==> src/hrrn_pkg.sv <==
`timescale 1ns / 1ps
// Shared types and constants of the two-level HRRN slot scheduler.
// No dependencies; every file but hrrn_div imports this package.
package hrrn_pkg;

	localparam logic OP_ARRIVAL = 1'b0;
	localparam logic OP_TICK    = 1'b1;

	localparam logic LEVEL_HIGH = 1'b0;
	localparam logic LEVEL_LOW  = 1'b1;

	localparam logic [15:0] THRESH_RESET = 16'd10;

	typedef struct packed {
		logic [7:0]  id;
		logic [15:0] arrival;
		logic [7:0]  burst;
	} entry_t;

	typedef enum logic [3:0] {
		S_IDLE,
		S_DECODE,
		S_ARRIVE,
		S_REL,
		S_CHK,
		S_RD,
		S_LOAD,
		S_DIVW,
		S_CMP,
		S_SWAP0,
		S_SWAP1,
		S_PROMO,
		S_DISP,
		S_REPORT
	} ctrl_state_t;

	typedef struct packed {
		logic latch;
		logic push;
		logic rel_chk;
		logic scan_init;
		logic scan_sel;
		logic div_start;
		logic cmp;
		logic swap0;
		logic swap1;
		logic promote;
		logic dispatch;
		logic report;
	} cmd_t;

	typedef struct packed {
		logic op;
		logic holder_valid;
		logic h_empty;
		logic l_empty;
		logic sel;
		logic scan_last;
		logic div_busy;
		logic out_free;
	} sts_t;

endpackage

==> src/hrrn_div.sv <==
`timescale 1ns / 1ps
// Restoring serial divider, one quotient bit per cycle (16 by 8 bits).
// Depends on nothing else.
module hrrn_div (
	input  logic        clk,
	input  logic        arst_n,
	input  logic        start,
	input  logic [15:0] dividend,
	input  logic [7:0]  divisor,
	output logic [15:0] quotient,
	output logic        busy
);

	logic [7:0]  rem_q;
	logic [15:0] quo_q;
	logic [7:0]  dsr_q;
	logic [3:0]  step_q;
	logic        busy_q;
	logic [8:0]  trial;
	logic        fits;

	assign trial = {rem_q, quo_q[15]};
	assign fits  = trial >= {1'b0, dsr_q};

	always_ff @(posedge clk or negedge arst_n) begin
		if (!arst_n) begin
			busy_q <= 1'b0;
			step_q <= '0;
		end else if (start) begin
			busy_q <= 1'b1;
			step_q <= '0;
		end else if (busy_q) begin
			step_q <= step_q + 4'd1;
			if (step_q == 4'd15)
				busy_q <= 1'b0;
		end
	end

	always_ff @(posedge clk) begin
		if (start) begin
			rem_q <= '0;
			quo_q <= dividend;
			dsr_q <= divisor;
		end else if (busy_q) begin
			rem_q <= fits ? 8'(trial - {1'b0, dsr_q}) : trial[7:0];
			quo_q <= {quo_q[14:0], fits};
		end
	end

	assign quotient = quo_q;
	assign busy     = busy_q;

endmodule

==> src/hrrn_dp.sv <==
`timescale 1ns / 1ps
// Datapath: two circular queues in memories, ratio scan, holder and result register.
// Depends on hrrn_pkg and hrrn_div.
module hrrn_dp import hrrn_pkg::*; #(
	parameter int QUEUE_DEPTH = 16
) (
	input  logic        clk,
	input  logic        arst_n,
	input  cmd_t        cmd,
	output sts_t        sts,
	input  logic        op,
	input  logic [7:0]  requester_id,
	input  logic        level,
	input  logic [7:0]  slots_wanted,
	input  logic        cfg_valid,
	input  logic [15:0] cfg_data,
	output logic [15:0] slot_time,
	output logic [7:0]  running_id,
	output logic        busy_res,
	output logic        dropped,
	output logic        out_valid,
	input  logic        out_stall
);

	localparam int PTR_W = $clog2(QUEUE_DEPTH);
	localparam int CNT_W = $clog2(QUEUE_DEPTH + 1);
	localparam logic [PTR_W:0]   DEPTH_P = (PTR_W + 1)'(QUEUE_DEPTH);
	localparam logic [CNT_W-1:0] DEPTH_C = CNT_W'(QUEUE_DEPTH);

	function automatic logic [PTR_W-1:0] wrap_add(input logic [PTR_W-1:0] a,
		input logic [PTR_W-1:0] b);
		logic [PTR_W:0] s;
		s = {1'b0, a} + {1'b0, b};
		if (s >= DEPTH_P)
			s = s - DEPTH_P;
		return s[PTR_W-1:0];
	endfunction

	entry_t mem_h_q [QUEUE_DEPTH];
	entry_t mem_l_q [QUEUE_DEPTH];
	entry_t rd_h_q, rd_l_q, rd_sel;

	logic             op_q, lvl_q;
	logic [7:0]       id_q, burst_q;
	logic [15:0]      thresh_q, slot_q, release_q;
	logic             holder_v_q, lost_q;
	logic [7:0]       holder_id_q;
	logic [PTR_W-1:0] head_h_q, head_l_q, idx_q, best_idx_q;
	logic [CNT_W-1:0] cnt_h_q, cnt_l_q, cnt_sel;
	logic             sel_q;
	logic [15:0]      best_quo_q;
	entry_t           best_e_q, cur_e_q, front_h_q, front_l_q, new_e;

	logic             out_v_q;
	logic [15:0]      out_slot_q;
	logic [7:0]       out_id_q;
	logic             out_busy_q, out_drop_q;

	logic             we_h, we_l;
	logic [PTR_W-1:0] wa_h, wa_l;
	entry_t           wd_h, wd_l;

	logic [15:0]      quo;
	logic             div_busy;
	logic             h_full, l_full, promote_ok, take_cur;

	assign rd_sel  = sel_q ? rd_l_q : rd_h_q;
	assign cnt_sel = sel_q ? cnt_l_q : cnt_h_q;
	assign h_full  = cnt_h_q == DEPTH_C;
	assign l_full  = cnt_l_q == DEPTH_C;
	assign new_e   = '{id: id_q, arrival: slot_q, burst: (burst_q == 8'd0) ? 8'd1 : burst_q};
	assign promote_ok = (cnt_l_q != '0) && !h_full &&
		(16'(slot_q - front_l_q.arrival) >= thresh_q);
	assign take_cur = (idx_q == '0) || (quo > best_quo_q) ||
		((quo == best_quo_q) && (cur_e_q.burst < best_e_q.burst));

	hrrn_div u_div (
		.clk      (clk),
		.arst_n   (arst_n),
		.start    (cmd.div_start),
		.dividend (16'(slot_q - rd_sel.arrival)),
		.divisor  (rd_sel.burst),
		.quotient (quo),
		.busy     (div_busy)
	);

	// write port selection, one source per cycle
	always_comb begin
		we_h = 1'b0;
		wa_h = head_h_q;
		wd_h = best_e_q;
		if (cmd.push && lvl_q == LEVEL_HIGH && !h_full) begin
			we_h = 1'b1;
			wa_h = wrap_add(head_h_q, cnt_h_q[PTR_W-1:0]);
			wd_h = new_e;
		end else if (cmd.swap0 && sel_q == LEVEL_HIGH) begin
			we_h = 1'b1;
		end else if (cmd.swap1 && sel_q == LEVEL_HIGH) begin
			we_h = 1'b1;
			wa_h = wrap_add(head_h_q, best_idx_q);
			wd_h = front_h_q;
		end else if (cmd.promote && promote_ok) begin
			we_h = 1'b1;
			wa_h = wrap_add(head_h_q, cnt_h_q[PTR_W-1:0]);
			wd_h = front_l_q;
		end
	end

	always_comb begin
		we_l = 1'b0;
		wa_l = head_l_q;
		wd_l = best_e_q;
		if (cmd.push && lvl_q == LEVEL_LOW && !l_full) begin
			we_l = 1'b1;
			wa_l = wrap_add(head_l_q, cnt_l_q[PTR_W-1:0]);
			wd_l = new_e;
		end else if (cmd.swap0 && sel_q == LEVEL_LOW) begin
			we_l = 1'b1;
		end else if (cmd.swap1 && sel_q == LEVEL_LOW) begin
			we_l = 1'b1;
			wa_l = wrap_add(head_l_q, best_idx_q);
			wd_l = front_l_q;
		end
	end

	always_ff @(posedge clk) begin
		if (we_h)
			mem_h_q[wa_h] <= wd_h;
		if (we_l)
			mem_l_q[wa_l] <= wd_l;
		rd_h_q <= mem_h_q[wrap_add(head_h_q, idx_q)];
		rd_l_q <= mem_l_q[wrap_add(head_l_q, idx_q)];
	end

	always_ff @(posedge clk or negedge arst_n) begin
		if (!arst_n) begin
			thresh_q    <= THRESH_RESET;
			slot_q      <= '0;
			holder_v_q  <= 1'b0;
			holder_id_q <= '0;
			release_q   <= '0;
			lost_q      <= 1'b0;
			head_h_q    <= '0;
			head_l_q    <= '0;
			cnt_h_q     <= '0;
			cnt_l_q     <= '0;
			sel_q       <= LEVEL_HIGH;
			out_v_q     <= 1'b0;
		end else begin
			if (cfg_valid)
				thresh_q <= cfg_data;
			if (cmd.push) begin
				if (lvl_q == LEVEL_HIGH) begin
					if (h_full)
						lost_q <= 1'b1;
					else
						cnt_h_q <= cnt_h_q + CNT_W'(1);
				end else begin
					if (l_full)
						lost_q <= 1'b1;
					else
						cnt_l_q <= cnt_l_q + CNT_W'(1);
				end
			end
			if (cmd.rel_chk && holder_v_q && slot_q == release_q)
				holder_v_q <= 1'b0;
			if (cmd.scan_init)
				sel_q <= cmd.scan_sel;
			if (cmd.promote && promote_ok) begin
				head_l_q <= wrap_add(head_l_q, PTR_W'(1));
				cnt_l_q  <= cnt_l_q - CNT_W'(1);
				cnt_h_q  <= cnt_h_q + CNT_W'(1);
			end
			if (cmd.dispatch) begin
				if (cnt_h_q != '0) begin
					head_h_q    <= wrap_add(head_h_q, PTR_W'(1));
					cnt_h_q     <= cnt_h_q - CNT_W'(1);
					holder_v_q  <= 1'b1;
					holder_id_q <= front_h_q.id;
					release_q   <= slot_q + 16'(front_h_q.burst);
				end else if (cnt_l_q != '0) begin
					head_l_q    <= wrap_add(head_l_q, PTR_W'(1));
					cnt_l_q     <= cnt_l_q - CNT_W'(1);
					holder_v_q  <= 1'b1;
					holder_id_q <= front_l_q.id;
					release_q   <= slot_q + 16'(front_l_q.burst);
				end
			end
			if (cmd.report) begin
				slot_q  <= slot_q + 16'd1;
				out_v_q <= 1'b1;
			end else if (!out_stall) begin
				out_v_q <= 1'b0;
			end
		end
	end

	always_ff @(posedge clk) begin
		if (cmd.latch) begin
			op_q    <= op;
			id_q    <= requester_id;
			lvl_q   <= level;
			burst_q <= slots_wanted;
		end
		if (cmd.scan_init)
			idx_q <= '0;
		if (cmd.div_start)
			cur_e_q <= rd_sel;
		if (cmd.cmp) begin
			if (take_cur) begin
				best_quo_q <= quo;
				best_e_q   <= cur_e_q;
				best_idx_q <= idx_q;
			end
			if (idx_q == '0) begin
				if (sel_q == LEVEL_HIGH)
					front_h_q <= cur_e_q;
				else
					front_l_q <= cur_e_q;
			end
			if (!sts.scan_last)
				idx_q <= idx_q + PTR_W'(1);
		end
		// winner now sits at the front
		if (cmd.swap1) begin
			if (sel_q == LEVEL_HIGH)
				front_h_q <= best_e_q;
			else
				front_l_q <= best_e_q;
		end
		if (cmd.promote && promote_ok && cnt_h_q == '0)
			front_h_q <= front_l_q;
		if (cmd.report) begin
			out_slot_q <= slot_q;
			out_id_q   <= holder_v_q ? holder_id_q : 8'd0;
			out_busy_q <= holder_v_q;
			out_drop_q <= lost_q;
		end
	end

	always_comb begin
		sts.op           = op_q;
		sts.holder_valid = holder_v_q;
		sts.h_empty      = cnt_h_q == '0;
		sts.l_empty      = cnt_l_q == '0;
		sts.sel          = sel_q;
		sts.scan_last    = (CNT_W'(idx_q) + CNT_W'(1)) == cnt_sel;
		sts.div_busy     = div_busy;
		sts.out_free     = !out_v_q || !out_stall;
	end

	assign slot_time  = out_slot_q;
	assign running_id = out_id_q;
	assign busy_res   = out_busy_q;
	assign dropped    = out_drop_q;
	assign out_valid  = out_v_q;

endmodule

==> src/hrrn_ctrl.sv <==
`timescale 1ns / 1ps
// Controller state machine: sequences arrivals, scans, swaps, promotion, dispatch and the report.
// Depends on hrrn_pkg.
module hrrn_ctrl import hrrn_pkg::*; (
	input  logic clk,
	input  logic arst_n,
	input  logic in_valid,
	output logic in_stall,
	input  sts_t sts,
	output cmd_t cmd
);

	ctrl_state_t state_q, state_d;

	always_ff @(posedge clk or negedge arst_n) begin
		if (!arst_n)
			state_q <= S_IDLE;
		else
			state_q <= state_d;
	end

	always_comb begin
		state_d = state_q;
		case (state_q)
			S_IDLE: begin
				if (in_valid)
					state_d = S_DECODE;
			end
			S_DECODE: state_d = (sts.op == OP_ARRIVAL) ? S_ARRIVE : S_REL;
			S_ARRIVE: state_d = S_IDLE;
			S_REL:    state_d = S_CHK;
			S_CHK: begin
				if (sts.holder_valid)
					state_d = S_REPORT;
				else if (!sts.h_empty || !sts.l_empty)
					state_d = S_RD;
				else
					state_d = S_PROMO;
			end
			S_RD:   state_d = S_LOAD;
			S_LOAD: state_d = S_DIVW;
			S_DIVW: begin
				if (!sts.div_busy)
					state_d = S_CMP;
			end
			S_CMP:   state_d = sts.scan_last ? S_SWAP0 : S_RD;
			S_SWAP0: state_d = S_SWAP1;
			S_SWAP1: begin
				if (sts.sel == LEVEL_HIGH && !sts.l_empty)
					state_d = S_RD;
				else
					state_d = S_PROMO;
			end
			S_PROMO: state_d = S_DISP;
			S_DISP:  state_d = S_REPORT;
			S_REPORT: begin
				if (sts.out_free)
					state_d = S_IDLE;
			end
			default: state_d = S_IDLE;
		endcase
	end

	always_comb begin
		cmd = '0;
		case (state_q)
			S_IDLE:   cmd.latch = in_valid;
			S_ARRIVE: cmd.push = 1'b1;
			S_REL:    cmd.rel_chk = 1'b1;
			S_CHK: begin
				if (!sts.holder_valid && (!sts.h_empty || !sts.l_empty)) begin
					cmd.scan_init = 1'b1;
					cmd.scan_sel  = sts.h_empty ? LEVEL_LOW : LEVEL_HIGH;
				end
			end
			S_LOAD:  cmd.div_start = 1'b1;
			S_DIVW:  cmd.cmp = 1'b0;
			S_CMP:   cmd.cmp = 1'b1;
			S_SWAP0: cmd.swap0 = 1'b1;
			S_SWAP1: begin
				cmd.swap1 = 1'b1;
				if (sts.sel == LEVEL_HIGH && !sts.l_empty) begin
					cmd.scan_init = 1'b1;
					cmd.scan_sel  = LEVEL_LOW;
				end
			end
			S_PROMO:  cmd.promote = 1'b1;
			S_DISP:   cmd.dispatch = 1'b1;
			S_REPORT: cmd.report = sts.out_free;
			default:  cmd = '0;
		endcase
	end

	assign in_stall = state_q != S_IDLE;

endmodule

==> src/hrrn_two_level_scheduler.sv <==
`timescale 1ns / 1ps
// Channel   Handshake            Payload
// in        in_valid / in_stall  op, requester_id, level, slots_wanted
// out       out_valid / out_stall slot_time, running_id, busy_res, dropped
// cfg       cfg_valid / cfg_ready cfg_data (promotion threshold)
//
// An arrival is decoded and pushed. A tick checks the release, then reports at once
// while a job holds the slot; else each non-empty queue is scanned (a read, a load
// and the shared 16-step serial divide per entry) and its best entry swapped to the
// front, then promotion, dispatch and the report follow; in_stall holds off requests.
// Reset is asynchronous and active low; queue memories need no clearing.
// A stalled result is held in the output register; the next tick waits for it.
module hrrn_two_level_scheduler import hrrn_pkg::*; #(
	parameter int QUEUE_DEPTH = 16
) (
	input  logic        clk,
	input  logic        arst_n,
	input  logic        in_valid,
	output logic        in_stall,
	input  logic        op,
	input  logic [7:0]  requester_id,
	input  logic        level,
	input  logic [7:0]  slots_wanted,
	output logic        out_valid,
	input  logic        out_stall,
	output logic [15:0] slot_time,
	output logic [7:0]  running_id,
	output logic        busy_res,
	output logic        dropped,
	input  logic        cfg_valid,
	output logic        cfg_ready,
	input  logic [15:0] cfg_data
);

	cmd_t cmd;
	sts_t sts;

	assign cfg_ready = 1'b1;

	hrrn_ctrl u_ctrl (
		.clk      (clk),
		.arst_n   (arst_n),
		.in_valid (in_valid),
		.in_stall (in_stall),
		.sts      (sts),
		.cmd      (cmd)
	);

	hrrn_dp #(.QUEUE_DEPTH(QUEUE_DEPTH)) u_dp (
		.clk          (clk),
		.arst_n       (arst_n),
		.cmd          (cmd),
		.sts          (sts),
		.op           (op),
		.requester_id (requester_id),
		.level        (level),
		.slots_wanted (slots_wanted),
		.cfg_valid    (cfg_valid),
		.cfg_data     (cfg_data),
		.slot_time    (slot_time),
		.running_id   (running_id),
		.busy_res     (busy_res),
		.dropped      (dropped),
		.out_valid    (out_valid),
		.out_stall    (out_stall)
	);

	a_report_free: assert property (@(posedge clk) disable iff (!arst_n)
		cmd.report |-> sts.out_free)
		else $error("result register overwritten");

	a_idle_div: assert property (@(posedge clk) disable iff (!arst_n)
		!in_stall |-> !sts.div_busy)
		else $error("divider busy while idle");

	a_dispatch: assert property (@(posedge clk) disable iff (!arst_n)
		cmd.dispatch && !(sts.h_empty && sts.l_empty) |=> sts.holder_valid)
		else $error("dispatch left slot idle");

	a_one_writer: assert property (@(posedge clk) disable iff (!arst_n)
		$onehot0({cmd.push, cmd.swap0, cmd.swap1, cmd.promote, cmd.dispatch}))
		else $error("conflicting queue updates");

endmodule

==> config.mk <==
export PLATFORM = sky130hd
export DESIGN_NAME = hrrn_two_level_scheduler
export DESIGN_NICKNAME = d
export VERILOG_FILES = /design/src/hrrn_pkg.sv /design/src/hrrn_div.sv /design/src/hrrn_dp.sv /design/src/hrrn_ctrl.sv /design/src/hrrn_two_level_scheduler.sv
export SDC_FILE = /design/constraint.sdc
export NUM_CORES = 2
export LEC_CHECK = 0
export BUFFER_PORTS_ARGS = -buffer_cell sky130_fd_sc_hd__buf_2
export CAP_MARGIN = 40
export CORE_MARGIN = 2
export CORE_UTILIZATION = 30
export DETAILED_ROUTE_END_ITERATION = 16
export PLACE_DENSITY_LB_ADDON = 0.12
export SYNTH_ARGS = -nofsm -noshare
export SYNTH_HDL_FRONTEND = slang
export SYNTH_SLANG_ARGS = --single-unit
==> constraint.sdc <==
create_clock -name clk -period 12.2 [get_ports clk]
set_clock_uncertainty 0.1 [all_clocks]
set_input_delay 3.66 -clock clk [delete_from_list [all_inputs] [get_ports clk]]
set_output_delay 3.66 -clock clk [all_outputs]
set_load 0.01 [all_outputs]
==> results by group <==
Run status
  • Outcome: completed

Worst setup path
  • Crit path launch: u_dp.slot_q[0]$_DFFE_PN0P_
  • Crit-path max FO: 19
  • Worst EP arrival: 6.89 ns
  • Reg2reg start: u_dp.slot_q[0]$_DFFE_PN0P_
  • Kind of critical path: flip-flop to flip-flop
  • Worst R2R Path Depth: 22
  • Worst flop-to-flop path endpoint: u_dp.mem_h_q[4][0]$_DFFE_PP_
  • Slowest cell on the critical path: nor2_4
  • CP Capture Type: flip-flop
  • R2R Setup Slk: 5.67 ns
  • Crit-path cells: inv_1 > ha_1 > fa_1 > nor2b_1 > o21ai_0 > a21boi_0 > o211ai_1 > a31oi_1 > a21o_1 > a21oi_1 > xnor2_1 > ha_1 > o21ai_0 > a21oi_1 > o2111ai_1 > a31oi_4 > buf_4 > or2_1 > a221oi_2 > nand2_1 > nor2_4 > buf_4
  • Worst Setup Start Kind: flip-flop
  • Critical Path RT: 12.55 ns
  • Critical Path Max Stage Delay: 0.66 ns

Global routing
  • Number of global-route vias before repair: 33,431
  • Total global routing overflow: 0
  • Global Route Usage Sum: 0.177
  • Initial antenna violation count: 7
  • Pin count of the biggest net entering global routing: 102
  • GR Layer Usage met3: 0.0230
  • Met1 GRT Util: 0.237
  • Wire length of the first global-routing pass: 251 mm
  • GR peak layer: met2
  • GRT met2 Usage: 0.303

Synth
  • Cells after Synth: 3,745
  • Synth warnings: 0
  • Mapped Area: 58,500 um2
  • Seq/Total Area, Yosys: 0.685
  • Asr flop ratio synth: 0.0624
  • Yosys top cell by area: edfxtp_1
  • Avg Synthesized Cell Area: 15.6 um2
  • EDFF count, synth: 1,168
  • Synth area leaders: edfxtp_1, mux4_2, dfxtp_1
  • Synth cell types: 77
  • Post-Syn Nets: 3,907
  • #FFs+latches synth: 1,395
  • Top-area cell type share of the netlist area: 0.600
  • Top_reg_cell synth: edfxtp_1

CTS
  • Clock Latency Late Sink: 0.80 ns
  • CTS sink count: 1,395
  • Post-CTS sizing: 0
  • Postcts setup bufs: 0
  • H-Tree Depth: 4
  • CTS Buffer Depth: 3
  • Reg clk slew, reported paths: 0.06 ns
  • Hold buffers post-CTS: 0
  • TritonCTS clock tree: built
  • CTS root buf: clkbuf_16
  • Total CTS buffers: 154

Drt
  • Total number of vias: 32,704
  • Vias per cell: 4.95
  • # DRC: 0
  • First-pass iteration count of the detailed router: 5
  • Initial drt markers: 2,408
  • DRT antenna net count: 0
  • DRT Wirelength: 176 mm
  • Routed WL per cell: 26.7 um

Floorplanning
  • Boundary Pins: 68
  • Core Box Area: 194,000 um2
  • Die X: 445 um
  • Initial Utilization: 0.301
  • Std cell rows: 162
  • Die height: 445 um
  • Die footprint: 198,000 um2

Power
  • Cell internal pwr: 7.67 mW
  • Switching Fraction: 0.203
  • VDD IR-drop max: 0.114 mV
  • Combinational share of power: 0.003
  • Psw: 1.96 mW
  • Pwr dens: 142 nW/um2
  • Clock power share: 0.467
  • Leak pwr: 18.3 nW
  • Reg power frac: 0.530

Finish
  • Sequential standard cell area: 40,100 um2
  • Fin nets: 4,094
  • Footprint of the multi-input gates: 17,600 um2
  • Filler Cell Count: 18,482
  • Commonest non-fill, non-tap cell in the layout: edfxtp_1
  • Layout Area Growth over Synthesis: 15.8%
  • Commonest non-fill, non-tap cells in the layout: edfxtp_1, nand2_1, mux4_2
  • Layout cells sized above 1: 0.198

STA
  • Fin crit period: 6.53 ns
  • RSZ-0062 raised after global routing: false
  • Max-Slew Margin vs Limit: 0.395
  • Top achievable clock speed: 153 MHz
  • Fin Hold WS: 0.383 ns
  • Hold Fails Final Rpt: 0
  • Tcrit/Tclk final: 0.535
  • Fin Setup TNS: 0 ns
  • Final setup fails: 0
  • Max-slew violations: 0
  • Worst slew pin tran: 0.900 ns

Placement
  • Routability cong.: 0.822
  • Port buffer count: 66
  • HPWL Detailed: 107 mm

Job
  • Max Cap Viol: 0

Worst hold path
  • WHS Endpoint: u_dp.best_e_q[31]$_DFFE_PP_
  • Hold Crit Depth: 0
  • Hold Crit Class: flip-flop to flip-flop
  • Hold Startpoint: u_dp.cur_e_q[31]$_DFFE_PP_
## area by class of cell
| type | instances | share of cell area |
|---|---|---|
| inverters | 107 | 0.00593 |
| well taps | 2542 | 0.0470 |
| flip-flops and latches | 1395 | 0.592 |
| diodes | 3 | 0.000111 |
| repair buffers | 225 | 0.0245 |
| multi-input cells | 2049 | 0.260 |
| clock buffers | 221 | 0.0641 |
| clock inverters | 64 | 0.00689 |
## cells by family after synthesis
kind of cell             after synthesis  synth area share
flip-flops                          1395             0.685
multiplexers                         398             0.123
XOR/XNOR                             114            0.0173
AO/OA/AOI/OAI                        594            0.0631
buffers and inverters                301            0.0215
other                                  1         0.0000641
AND/OR/NAND/NOR                      819            0.0618
adder cells (fa/ha/maj)              123            0.0276
## critical path, delay by kind of cell, from the launching register on
family / cells / cell delay (ns)
buffers and inverters: 3 / 0.86
xor gates and xnor gates: 1 / 0.13
DFF: 1 / 0.56
adders and majority gates: 3 / 0.98
and+or+nand+nor: 4 / 1.41
AOI/OAI and AO/OA: 11 / 2.10
## cells in the mapped netlist, types with 12 or more instances
| cell | number |
|---|---|
| nand2b_1 | 23 |
| a211oi_1 | 74 |
| a21oi_1 | 97 |
| xor2_1 | 48 |
| mux4_2 | 256 |
| dfxtp_1 | 140 |
| a21o_1 | 19 |
| buf_1 | 16 |
| buf_2 | 48 |
| edfxtp_1 | 1168 |
| and2_1 | 79 |
| mux2_2 | 22 |
| nor2_1 | 179 |
| inv_1 | 106 |
| nand4_1 | 17 |
| nor2b_1 | 12 |
| a31oi_1 | 106 |
| a22oi_1 | 33 |
| nand3_1 | 27 |
| xnor2_1 | 65 |
| nor3_1 | 19 |
| o21ai_0 | 187 |
| nand2_1 | 416 |
| dfrtp_1 | 85 |
| clkbuf_1 | 115 |
| mux2i_1 | 119 |
| o21ai_1 | 12 |
| ha_1 | 113 |
## how the worst max path moves through the flow
stage | cells past startpoint | to | slack, ns
after detailed placement | 22 | u_dp.mem_h_q[4][19]$_DFFE_PP_ | 5.64
final | 22 | u_dp.mem_h_q[4][0]$_DFFE_PP_ | 5.67
after global routing | 22 | u_dp.mem_h_q[4][0]$_DFFE_PP_ | 5.17
after global placement | 22 | u_dp.mem_h_q[4][26]$_DFFE_PP_ | 5.66
after CTS | 22 | u_dp.mem_h_q[4][0]$_DFFE_PP_ | 5.60
after floorplan | 8 | u_dp.best_e_q[0]$_DFFE_PP_ | 5.14
## power groups by stage
stage	logic (mW)	clock network (mW)	registers [mW]
2_1_floorplan	0.0112	0	5.20
3_3_place_gp	0.0329	0	5.20
3_5_place_dp	0.0327	0	5.20
4_1_cts	0.0331	4.63	5.10
5_1_grt	0.0366	4.80	5.10
6_report	0.0312	4.50	5.10
## sequential cells by signal (all words and copies together), names as in the netlist, 8 cells and up
| register | flops |
|---|---|
| u_dp.slot_q | 16 |
| u_dp.rd_h_q | 32 |
| u_dp.thresh_q | 16 |
| u_dp.slot_time | 16 |
| u_dp.best_e_q | 32 |
| u_dp.u_div.rem_q | 8 |
| u_dp.front_h_q | 32 |
| u_dp.running_id | 8 |
| u_dp.mem_h_q | 512 |
| u_dp.burst_q | 8 |
| u_dp.holder_id_q | 8 |
| u_dp.best_quo_q | 16 |
| u_dp.u_div.quotient | 16 |
| u_dp.front_l_q | 32 |
| u_dp.id_q | 8 |
| u_dp.release_q | 16 |
| u_dp.mem_l_q | 512 |
| u_dp.cur_e_q | 32 |
| u_dp.rd_l_q | 32 |
## per-layer routing
layer	vias up	wire, um
met4	2	3710
met1	17126	78700
met5	-	10
met2	626	87600
met3	197	6050
li1	14753	-
## stage by stage
stage / area (um2) / utilization / setup WS, ns / cells / total power, mW
3_5_place_dp: 62900 / 0.324 / 5.64 / 6318 / 5.23
4_1_cts: 67700 / 0.348 / 5.60 / 6603 / 9.76
3_3_place_gp: 62500 / 0.322 / 5.66 / 6287 / 5.23
2_1_floorplan: 58500 / - / 5.14 / 3745 / 5.21
5_1_grt: 67700 / 0.348 / 5.17 / 6604 / 9.94
6_report: 67700 / 0.348 / 5.67 / 6606 / 9.63
Power figures use the tool's default switching activity.
